## config.mk

```make
export PLATFORM = sky130hd
export DESIGN_NAME = cpio_newc_archive_parser_top
export DESIGN_NICKNAME = d
export VERILOG_FILES = /design/src/cnap_pkg.sv /design/src/cpio_newc_archive_parser_top.sv
export SDC_FILE = /design/constraint.sdc
export NUM_CORES = 1
export LEC_CHECK = 0
export ABC_AREA = 1
export ABC_CLOCK_PERIOD_IN_PS = 9100
export BUFFER_PORTS_ARGS = -buffer_cell sky130_fd_sc_hd__buf_4
export CORE_MARGIN = 5
export CORE_UTILIZATION = 50
export CTS_CLUSTER_SIZE = 12
export DETAILED_ROUTE_END_ITERATION = 10
export GPL_TIMING_DRIVEN = 0
export HOLD_SLACK_MARGIN = 0.03
export PLACE_DENSITY_LB_ADDON = 0.25
export RECOVER_POWER = 25
export SYNTH_ARGS = -nofsm -noshare
export SYNTH_HDL_FRONTEND = slang
export SYNTH_SLANG_ARGS = --single-unit
```

## constraint.sdc

```tcl
create_clock -name clk -period 9.1 [get_ports clk]
set_input_delay 1.82 -clock clk [delete_from_list [all_inputs] [get_ports clk]]
set_output_delay 1.82 -clock clk [all_outputs]
set_load 0.05 [all_outputs]
```

## src/cnap_pkg.sv

```systemverilog
// cnap_pkg: types, constants and helper functions for the cpio newc archive parser.
// No dependencies; imported by the parser top level and its checker.
package cnap_pkg;

    typedef enum logic [1:0] {
        PH_HEADER = 2'd0,
        PH_NAME   = 2'd1,
        PH_SKIP   = 2'd2,
        PH_DONE   = 2'd3
    } phase_t;

    localparam logic [1:0] KIND_NAME    = 2'd0;
    localparam logic [1:0] KIND_FILE    = 2'd1;
    localparam logic [1:0] KIND_TRAILER = 2'd2;
    localparam logic [1:0] KIND_BADMAG  = 2'd3;

    localparam logic [6:0] HDR_LAST     = 7'd109;
    localparam logic [6:0] MAGIC_LEN    = 7'd6;
    localparam logic [6:0] FSIZE_FIRST  = 7'd54;
    localparam logic [6:0] FSIZE_LAST   = 7'd61;
    localparam logic [6:0] NSIZE_FIRST  = 7'd94;
    localparam logic [6:0] NSIZE_LAST   = 7'd101;
    localparam logic [31:0] TRAILER_LAST = 32'd10;

    typedef struct packed {
        logic [7:0] archive_byte;
        logic       restart;
    } arc_item_t;

    typedef struct packed {
        logic [7:0]  name_byte;
        logic        name_byte_kept;
        logic [1:0]  record_kind;
        logic [31:0] data_offset;
        logic [31:0] file_size;
        logic [31:0] name_size;
    } rec_item_t;

    function automatic logic [3:0] hex_value(input logic [7:0] c);
        logic [7:0] d;
        begin
            d = 8'd0;
            if (c >= 8'h30 && c <= 8'h39)
                d = c - 8'h30;
            else if (c >= 8'h41 && c <= 8'h46)
                d = c - 8'h37;
            hex_value = d[3:0];
        end
    endfunction

    function automatic logic [7:0] magic_char(input logic [2:0] idx);
        begin
            unique case (idx)
                3'd0:    magic_char = 8'h30;
                3'd1:    magic_char = 8'h37;
                3'd2:    magic_char = 8'h30;
                3'd3:    magic_char = 8'h37;
                3'd4:    magic_char = 8'h30;
                3'd5:    magic_char = 8'h31;
                default: magic_char = 8'h00;
            endcase
        end
    endfunction

    function automatic logic [7:0] trailer_char(input logic [3:0] idx);
        begin
            unique case (idx)
                4'd0:    trailer_char = 8'h54;
                4'd1:    trailer_char = 8'h52;
                4'd2:    trailer_char = 8'h41;
                4'd3:    trailer_char = 8'h49;
                4'd4:    trailer_char = 8'h4C;
                4'd5:    trailer_char = 8'h45;
                4'd6:    trailer_char = 8'h52;
                4'd7:    trailer_char = 8'h21;
                4'd8:    trailer_char = 8'h21;
                4'd9:    trailer_char = 8'h21;
                default: trailer_char = 8'h00;
            endcase
        end
    endfunction

endpackage

```

## src/cpio_newc_archive_parser_top.sv

```systemverilog
// A result is registered and shown in the cycle after its archive byte is accepted.
// Throughput: one archive byte per cycle; the result register drains while the
// next byte is taken, so arc_stall rises only while a held result is stalled.
// Reset: rst_n (async, active low) clears parse state to header phase, offset 0.
// cpio newc archive parser top level; depends on cnap_pkg.
// Header bytes, name bytes and skip bytes are handled in one registered pass.
module cpio_newc_archive_parser_top #(
    parameter int NAME_KEEP_LIMIT = 128
) (
    input  logic                clk,
    input  logic                rst_n,
    input  logic                arc_valid,
    output logic                arc_stall,
    input  cnap_pkg::arc_item_t arc_item,
    output logic                rec_valid,
    input  logic                rec_stall,
    output cnap_pkg::rec_item_t rec_item
);
    import cnap_pkg::*;

    phase_t      phase_reg, phase_next;
    logic [31:0] offset_reg, offset_next;
    logic [6:0]  hidx_reg, hidx_next;
    logic [31:0] size_reg, size_next;
    logic [31:0] nsize_reg, nsize_next;
    logic [31:0] nidx_reg, nidx_next;
    logic        tmatch_reg, tmatch_next;
    logic [31:0] skip_reg, skip_next;
    logic [31:0] size_pad_reg, size_pad_next;
    logic [31:0] name_last_reg, name_last_next;
    logic        rec_valid_reg;
    rec_item_t   rec_item_reg;

    logic        accept;
    logic        produce;
    rec_item_t   res;

    logic [7:0]  b;
    logic        rs;
    logic [31:0] cur;
    phase_t      ph_e;
    logic [6:0]  hidx_e;
    logic [31:0] size_e, nsize_e, nidx_e, skip_e;
    logic        tm_e, tm_new;
    logic [3:0]  hv;
    logic [31:0] acc_size, acc_nsize, skip_calc, skip_dec;

    assign arc_stall = rec_valid_reg & rec_stall;
    assign accept    = arc_valid & ~arc_stall;
    assign rec_valid = rec_valid_reg;
    assign rec_item  = rec_item_reg;

    always_comb
    begin
        b      = arc_item.archive_byte;
        rs     = arc_item.restart;
        cur    = rs ? 32'd0 : offset_reg;
        ph_e   = rs ? PH_HEADER : phase_reg;
        hidx_e = rs ? 7'd0 : hidx_reg;
        size_e = rs ? 32'd0 : size_reg;
        nsize_e = rs ? 32'd0 : nsize_reg;
        nidx_e = rs ? 32'd0 : nidx_reg;
        tm_e   = rs ? 1'b1 : tmatch_reg;
        skip_e = rs ? 32'd0 : skip_reg;
        hv     = hex_value(b);
        acc_size  = {size_e[27:0], hv};
        acc_nsize = {nsize_e[27:0], hv};
        skip_calc = size_pad_reg + {30'd0, 2'd3 - cur[1:0]};
        skip_dec  = skip_e - 32'd1;
        tm_new    = tm_e & ~((nidx_e <= TRAILER_LAST) && (b != trailer_char(nidx_e[3:0])));

        offset_next    = cur + 32'd1;
        phase_next     = ph_e;
        hidx_next      = hidx_e;
        size_next      = size_e;
        nsize_next     = nsize_e;
        nidx_next      = nidx_e;
        tmatch_next    = tm_e;
        skip_next      = skip_e;
        size_pad_next  = size_pad_reg;
        name_last_next = name_last_reg;
        produce        = 1'b0;
        res            = '0;

        unique case (ph_e)
            PH_HEADER:
            begin
                if (hidx_e < MAGIC_LEN && b != magic_char(hidx_e[2:0]))
                begin
                    produce         = 1'b1;
                    res.record_kind = KIND_BADMAG;
                    phase_next      = PH_DONE;
                end
                else
                begin
                    if (hidx_e >= FSIZE_FIRST && hidx_e <= FSIZE_LAST)
                    begin
                        size_next = acc_size;
                        if (hidx_e == FSIZE_LAST)
                            size_pad_next = (acc_size + 32'd3) & ~32'd3;
                    end
                    if (hidx_e >= NSIZE_FIRST && hidx_e <= NSIZE_LAST)
                    begin
                        nsize_next = acc_nsize;
                        if (hidx_e == NSIZE_LAST)
                            name_last_next = (acc_nsize == 32'd0) ? 32'd0
                                                                  : acc_nsize - 32'd1;
                    end
                    if (hidx_e >= HDR_LAST)
                    begin
                        phase_next  = PH_NAME;
                        nidx_next   = 32'd0;
                        tmatch_next = 1'b1;
                        hidx_next   = 7'd0;
                    end
                    else
                    begin
                        hidx_next = hidx_e + 7'd1;
                    end
                end
            end
            PH_NAME:
            begin
                produce     = 1'b1;
                tmatch_next = tm_new;
                if (nidx_e < name_last_reg)
                begin
                    res.name_byte      = b;
                    res.name_byte_kept = (nidx_e < 32'(NAME_KEEP_LIMIT));
                    res.record_kind    = KIND_NAME;
                    nidx_next          = nidx_e + 32'd1;
                end
                else if (tm_new && nidx_e >= TRAILER_LAST)
                begin
                    res.record_kind = KIND_TRAILER;
                    phase_next      = PH_DONE;
                end
                else
                begin
                    res.name_byte      = b;
                    res.name_byte_kept = (nidx_e < 32'(NAME_KEEP_LIMIT));
                    res.record_kind    = KIND_FILE;
                    res.data_offset    = {cur[31:2] + 30'd1, 2'b00};
                    res.file_size      = size_e;
                    res.name_size      = nsize_e;
                    phase_next  = (skip_calc != 32'd0) ? PH_SKIP : PH_HEADER;
                    hidx_next   = 7'd0;
                    size_next   = 32'd0;
                    nsize_next  = 32'd0;
                    nidx_next   = 32'd0;
                    tmatch_next = 1'b1;
                    skip_next   = skip_calc;
                end
            end
            PH_SKIP:
            begin
                skip_next = skip_dec;
                if (skip_dec == 32'd0)
                    phase_next = PH_HEADER;
            end
            PH_DONE:
            begin
            end
            default:
            begin
            end
        endcase
    end

    always_ff @(posedge clk or negedge rst_n)
    begin
        if (!rst_n)
        begin
            phase_reg  <= PH_HEADER;
            offset_reg <= '0;
            hidx_reg   <= '0;
            size_reg   <= '0;
            nsize_reg  <= '0;
            nidx_reg   <= '0;
            tmatch_reg <= 1'b1;
            skip_reg   <= '0;
        end
        else if (accept)
        begin
            phase_reg  <= phase_next;
            offset_reg <= offset_next;
            hidx_reg   <= hidx_next;
            size_reg   <= size_next;
            nsize_reg  <= nsize_next;
            nidx_reg   <= nidx_next;
            tmatch_reg <= tmatch_next;
            skip_reg   <= skip_next;
        end
    end

    always_ff @(posedge clk)
    begin
        if (accept)
        begin
            size_pad_reg  <= size_pad_next;
            name_last_reg <= name_last_next;
        end
    end

    always_ff @(posedge clk or negedge rst_n)
    begin
        if (!rst_n)
            rec_valid_reg <= 1'b0;
        else if (accept && produce)
            rec_valid_reg <= 1'b1;
        else if (!rec_stall)
            rec_valid_reg <= 1'b0;
    end

    always_ff @(posedge clk)
    begin
        if (accept && produce)
            rec_item_reg <= res;
    end

endmodule

```

Word-level counts from Yosys, hierarchy flattened
Memories as Yosys holds them, arrays and structs flattened.
Cells that the tools add are included.
Operators by class
  magnitude comparators: 14
  add/sub/neg operators: 11
  equality and inequality tests: 12
  bitwise gates (word level): 7
  reductions and logical operators: 19
  mux-type cells: 56
Operators with widths (number)
  $mux W32: 19
  $pmux W32 S2: 4
  $add A32 B1 Y32 const B: 2
  $logic_not A32 Y1: 2
  $sub A32 B1 Y32 const B: 2
  $mux W7: 5
  $add A32 B2 Y32: 1
  $add A32 B2 Y32 const B: 1
  $ge A32 B4 Y1 const B: 1
  $le A32 B4 Y1 const B: 1
  $lt A32 B32 Y1: 1
  $lt A32 B8 Y1 const B: 1
  $reduce_bool A32 Y1: 1
  $add A30 B1 Y30 const B: 1
  $mux W2: 9
  $pmux W6 S3: 1
  $ne A8 B8 Y1: 2
  $ge A7 B7 Y1 const B: 2
  $pmux W7 S2: 1
  $mux W11: 1
  $reduce_and A5 Y1: 2
  $mux W9: 1
  $ge A8 B6 Y1 const B: 1
  $ge A8 B7 Y1 const B: 1
  other kinds (31): 56
Word-level totals
  flip-flop bits (word level): 340
  logic and storage cells: 138
  output and inout bits: 109
  bits in read-only memories: 112
  memories: 1
Memory list
  (name not given): words 16, bits a word 7, rd ports 1, clocked after memory_dff 0, write ports 0, RTL line cnap_pkg.sv:67  | unique case (idx)

Depth between registers and ports, before layout
  depth in word-level cells: 11
  gate-level depth with buffers: 26
  depth with buffers taken out: 22

Worst setup path before layout
Ideal clock, no wire load.
  path type: input to register
  from: in arc_item[0] (netlist bit)
  to: reg rec_item_reg, in the netlist rec_item[0], enable pin
  library setup time: 572 ps
  arrival time: 8137 ps
  cell stages on the path: 13
  path slack: 391 ps
  path buffers: 6
  path through: buf_6 > inv_6 > buf_6 > buf_8 > buf_6 > nand2_1 > clkbuf_1 > clkbuf_1 > ha_1 > clkinv_1 > nand2_1 > inv_1 > nor2_1
On the way
  word-level cells in the longest chain between the ends: 10
  elaborated cells on any way between the ends: 20
  classes of those cells: 1 x order compare; 7 x eq/ne; 6 x mux; 6 x reduce/logical
Ends and longest elaborated chain
  from (decl): RTL line cpio_newc_archive_parser_top.sv:14  | input cnap_pkg::arc_item_t arc_item,
  $mux W7: RTL line cpio_newc_archive_parser_top.sv:59  | hidx_e = rs ? 7'd0 : hidx_reg;
  $eq A3 B3 Y1 (tied with other cells): RTL line cnap_pkg.sv:53  | unique case (idx)
  $reduce_or A3 Y1 (no line) / $reduce_or A2 Y1 (equally long branches)
  $pmux W6 S3: RTL line cnap_pkg.sv:53
  $mux W8: RTL line cpio_newc_archive_parser_top.sv:85  | unique case (ph_e)
  $ne A8 B8 Y1: RTL line cpio_newc_archive_parser_top.sv:88  | if (hidx_e < MAGIC_LEN && b != magic_char(hidx_e[2:0]))
  $logic_and A1 B1 Y1: RTL line cpio_newc_archive_parser_top.sv:88
  $mux W1: RTL line cpio_newc_archive_parser_top.sv:88
  $pmux W1 S2 *: RTL line cpio_newc_archive_parser_top.sv:85
  $logic_and A1 B1 Y1 *: RTL line cpio_newc_archive_parser_top.sv:217  | if (accept && produce)
  to (signal assigned): RTL line cpio_newc_archive_parser_top.sv:218  | rec_item_reg <= res;
  to (decl): RTL line cpio_newc_archive_parser_top.sv:32  | rec_item_t rec_item_reg;
Every way passes the cells marked *; elsewhere a longest branch is shown, timed or not. The select of a mux whose other input is x is not followed.
A chain may end at the register's enable or synchronous reset.

Worst setup path in the final report
  from: in arc_item[0] (netlist bit)
  to: reg name_last_reg[29], enable pin
On the way
  word-level cells in the longest chain between the ends: 9
  elaborated cells on any way between the ends: 22
  classes of those cells: 3 x order compare; 7 x eq/ne; 4 x mux; 1 x bitwise; 7 x reduce/logical
Ends and longest elaborated chain
  $mux W7: RTL line cpio_newc_archive_parser_top.sv:59
  $eq A3 B3 Y1 (tied with other cells): RTL line cnap_pkg.sv:53
  $reduce_or A3 Y1 (no line) / $reduce_or A2 Y1 (equally long branches)
  $pmux W6 S3: RTL line cnap_pkg.sv:53
  $mux W8: RTL line cpio_newc_archive_parser_top.sv:85
  $ne A8 B8 Y1: RTL line cpio_newc_archive_parser_top.sv:88
  $logic_and A1 B1 Y1: RTL line cpio_newc_archive_parser_top.sv:88
  $not A1 Y1 (no line)
  $reduce_and A5 Y1 (no line) *
  to (signal assigned): RTL line cpio_newc_archive_parser_top.sv:201  | name_last_reg <= name_last_next;
  to (decl): RTL line cpio_newc_archive_parser_top.sv:30  | logic [31:0] name_last_reg, name_last_next;
Marks and branches as above.

==> flow_metrics.env <==
export IMPL_result_of_the_run="finished with violations"
export IMPL_violations="max-capacitance violations, max-slew violations"
export IMPL_fmax_ghz=0.158
export IMPL_path_cells="buf_6 > inv_6 > buf_6 > buf_8 > buf_6 > nand2_1 > clkbuf_1 > clkbuf_1 > ha_1 > inv_1 > clkbuf_1 > clkbuf_1 > nor3_2 > buf_6 > buf_6"
export IMPL_critical_path_slowest_stage_cell="nor3_2"
export IMPL_worst_ep_required_time_ns=9.38
export IMPL_die_x_um=226
export IMPL_cts_sinks=338
export IMPL_ant_nets=0
export IMPL_period_needed_ns=6.32
export IMPL_diodes=0
export IMPL_post_cts_buffers=0
export IMPL_worst_ep_arrival_time_ns=6.60
export IMPL_ys_warnings=0
export IMPL_r2r_start="phase_reg[1]"
export IMPL_setup_reg_to_reg_worst_slack_ns=4.31
export IMPL_slew_limit_headroom_pct=-173
export IMPL_primary_ff_master_synth="dfrtp_1"
export IMPL_vdd_ir_drop_max_mv=0.203
export IMPL_buffer_ports_inserted=118
export IMPL_ios=122
export IMPL_start_util_pct=50.2
export IMPL_dpl_instance_area_um2=25000
export IMPL_fp_dieArea_um2=50900
export IMPL_yosys_top_cells_count="nand2_1, nor2_1, inv_1"
export IMPL_worstSetupStartpointType="input port"
export IMPL_grt_pass1_wl_mm=118
export IMPL_worst_slew_pin_slew_ns=4.09
export IMPL_grt_setup_unrepaired="false"
export IMPL_synth_top_cells_by_area="edfxtp_1, dfrtp_1, nand2_1"
export IMPL_finClkSkew_ns=0.0290
export IMPL_cellPowerDensity_nw_per_um2=276
export IMPL_h_tree_levels=2
export IMPL_layout_setup_ws_ns=2.78
export IMPL_cp_common_cell="buf_6"
export IMPL_detail_route_iter0_violations=2925
export IMPL_critical_path_peak_fanout=14
export IMPL_most_frequent_cell_after_synthesis="nand2_1"
export IMPL_number_of_antenna_violations_at_the_first_check_in_global_routing=1
export IMPL_vias=22600
export IMPL_gate_count_post_synth=3272
export IMPL_cts_buffers=38
export IMPL_synth_ff_latch_count=338
export IMPL_hold_path_endpoint="nidx_reg[31]"
export IMPL_yosys_area_top_type="edfxtp_1"
export IMPL_grt_max_degree=108
export IMPL_preCtsSetupSlack_ns=2.41
export IMPL_share_of_the_synthesized_area_in_the_top_cell_type_pct=21.6
export IMPL_syn_cell_area_um2=23200
export IMPL_ctsLongestPathBuffers=3
export IMPL_placement_rows=79
export IMPL_post_synth_fa_ha_maj_area_fraction_pct=2.85
export IMPL_clock_latency_ns=0.58
export IMPL_drc=0
export IMPL_cts_resized_gates=0
export IMPL_cell_at_the_root_of_the_clock_tree="clkbuf_16"
export IMPL_tns_ns=0
export IMPL_synth_async_reset_ratio_pct=50.6
export IMPL_final_setup_viol_count=0
export IMPL_wl_per_instance_um=18.7
export IMPL_crit_reg2reg_capture="name_last_reg[29]"
export IMPL_finalHoldWorstSlack_ns=0.498
export IMPL_die_y_um=226
export IMPL_finish_net_count=3505
export IMPL_synthXorXnorAreaFrac_pct=3.81
export IMPL_worstHoldPathType="flop to flop"
export IMPL_final_period_utilization_pct=69.5
export IMPL_endpoint_kind="flop"
export IMPL_path_class="input port to flop"
export IMPL_cts_tree="done"
export IMPL_hold_buffer_count_at_cts=0
export IMPL_gp_congestion=1.02
export IMPL_detailedPlacementHpwl_mm=57.2
export IMPL_avgSynthCellArea_um2=7.10
export IMPL_vias_in_the_first_global_route=20600
export IMPL_syn_to_final_growth_pct=12.7
export IMPL_slowest_delay_ns=0.65
export IMPL_hold_depth=2
export IMPL_cap_violations=1
export IMPL_holdCritStartpoint="nidx_reg[31]"
export IMPL_clkSlewWorstSetupHoldPaths_ns=0.05
export IMPL_pre_repair_dr_iteration_count=6
export IMPL_final_layout_size_suffix_gt1_share_pct=9.17
export IMPL_synth_top_family_by_area="simple AND/OR/NAND/NOR gates"
export IMPL_groute_usage_overall_pct=29.3
export IMPL_fp_coreArea_um2=46300
export IMPL_grt_overflow=0
export IMPL_final_util_pct=56.6
export IMPL_route_detailed_vias_per_inst=5.54
export IMPL_synth_simple_gate_area_share_pct=30.2
export IMPL_synth_seq_area_share_pct=40.0
export IMPL_final_hold_violation_count=0
export IMPL_total_leakage_power_nw=11.6
export IMPL_largest_reg_flops=105
export IMPL_multiplexer_share_of_the_synthesized_area_pct=0
export IMPL_timing_final_max_slew_violations=65
export IMPL_synth_compound_area_share_pct=12.1
export IMPL_post_synth_edffs=167
export IMPL_final_design_area_no_fill_um2=26200
export IMPL_ff2ff_path_depth=10
export IMPL_synth_distinct_cells=49
export IMPL_totalWireLength_mm=76.2
-- worst max-delay path, delay by kind of cell --
family	cells	cell delay [ns]
buffers and inverters	12	3.40
adders and majority gates	1	0.64
and+or+nand+nor	2	0.74
-- layer usage --
| metal | global-route usage, % | wire [µm] | vias to the layer above |
|---|---|---|---|
| li1 | - | - | 10900 |
| met1 | 45.2 | 34200 | 10400 |
| met2 | 41.5 | 31400 | 1209 |
| met3 | 6.19 | 8380 | 136 |
| met4 | 8.00 | 2190 | 0 |
| met5 | 0 | 0 | - |
-- placed cells by master, fill, tap and decap left out, types with 5 or more instances in the layout --
| cell type | netlist | layout |
|---|---|---|
| nand2_1 | 674 | 674 |
| nor2_1 | 550 | 549 |
| inv_1 | 463 | 463 |
| a21oi_1 | 238 | 238 |
| o21ai_0 | 201 | 201 |
| dfrtp_1 | 170 | 170 |
| edfxtp_1 | 167 | 167 |
| nand3_1 | 148 | 148 |
| clkbuf_1 | 73 | 114 |
| buf_4 | 11 | 105 |
| xor2_1 | 89 | 89 |
| nand4_1 | 71 | 71 |
| nor3_1 | 59 | 57 |
| ha_1 | 53 | 53 |
| clkbuf_16 | 0 | 39 |
| buf_2 | 32 | 32 |
| o31ai_1 | 30 | 30 |
| nor2_2 | 24 | 24 |
| nand2_2 | 22 | 22 |
| nor4_1 | 20 | 20 |
| buf_6 | 16 | 19 |
| o21ai_1 | 19 | 19 |
| o211ai_1 | 17 | 17 |
| nand3b_1 | 17 | 17 |
| or2_2 | 14 | 14 |
| inv_2 | 12 | 12 |
| xnor2_1 | 12 | 12 |
| buf_1 | 11 | 11 |
| a31oi_1 | 10 | 10 |
| nor2_4 | 7 | 8 |
| nor3_2 | 5 | 7 |
| a22oi_1 | 5 | 5 |
| clkinv_2 | 0 | 5 |
-- where the power goes --
group	switching, mW	leakage, nW	internal [mW]
clock	0.663	0.603	0.904
combinational	2.44	7.44	0.925
sequential	0.228	3.61	2.07
-- final cells by class --
cell class              count  area (µm²)
repair buffers            126         928
plain buffers             144         753
multi-input cells        2314       11400
fillers                  4527       20100
flip-flops and latches    338        9300
clock inverters            13         189
inverters                 477        1800
clock buffers              57        1060
well taps                 607         759
-- worst max path at each step --
stage	endpoint	from	slack [ns]
after floorplan	rec_item[0]	arc_item[0]	0.39
after global placement	rec_item[19]	arc_item[0]	-3.17
after detailed placement	name_last_reg[24]	arc_item[0]	2.41
after CTS	name_last_reg[29]	arc_item[0]	3.00
after global routing	name_last_reg[28]	arc_item[0]	2.69
final	name_last_reg[29]	arc_item[0]	2.78
-- cells by family after synthesis --
family          Yosys count
simple gates           1630
buf+inv                 621
compound gates          528
flops                   338
xor+xnor                101
fa+ha+maj                53
other cells               1
-- per-stage QoR --
stage | power, mW | cells
final | 7.23 | 4076
after global routing | 7.70 | 4076
after CTS | 7.19 | 4076
after detailed placement | 5.61 | 4006
after global placement | 5.59 | 3998
after floorplan | 4.65 | 3273
Power figures use the tool's default switching activity.
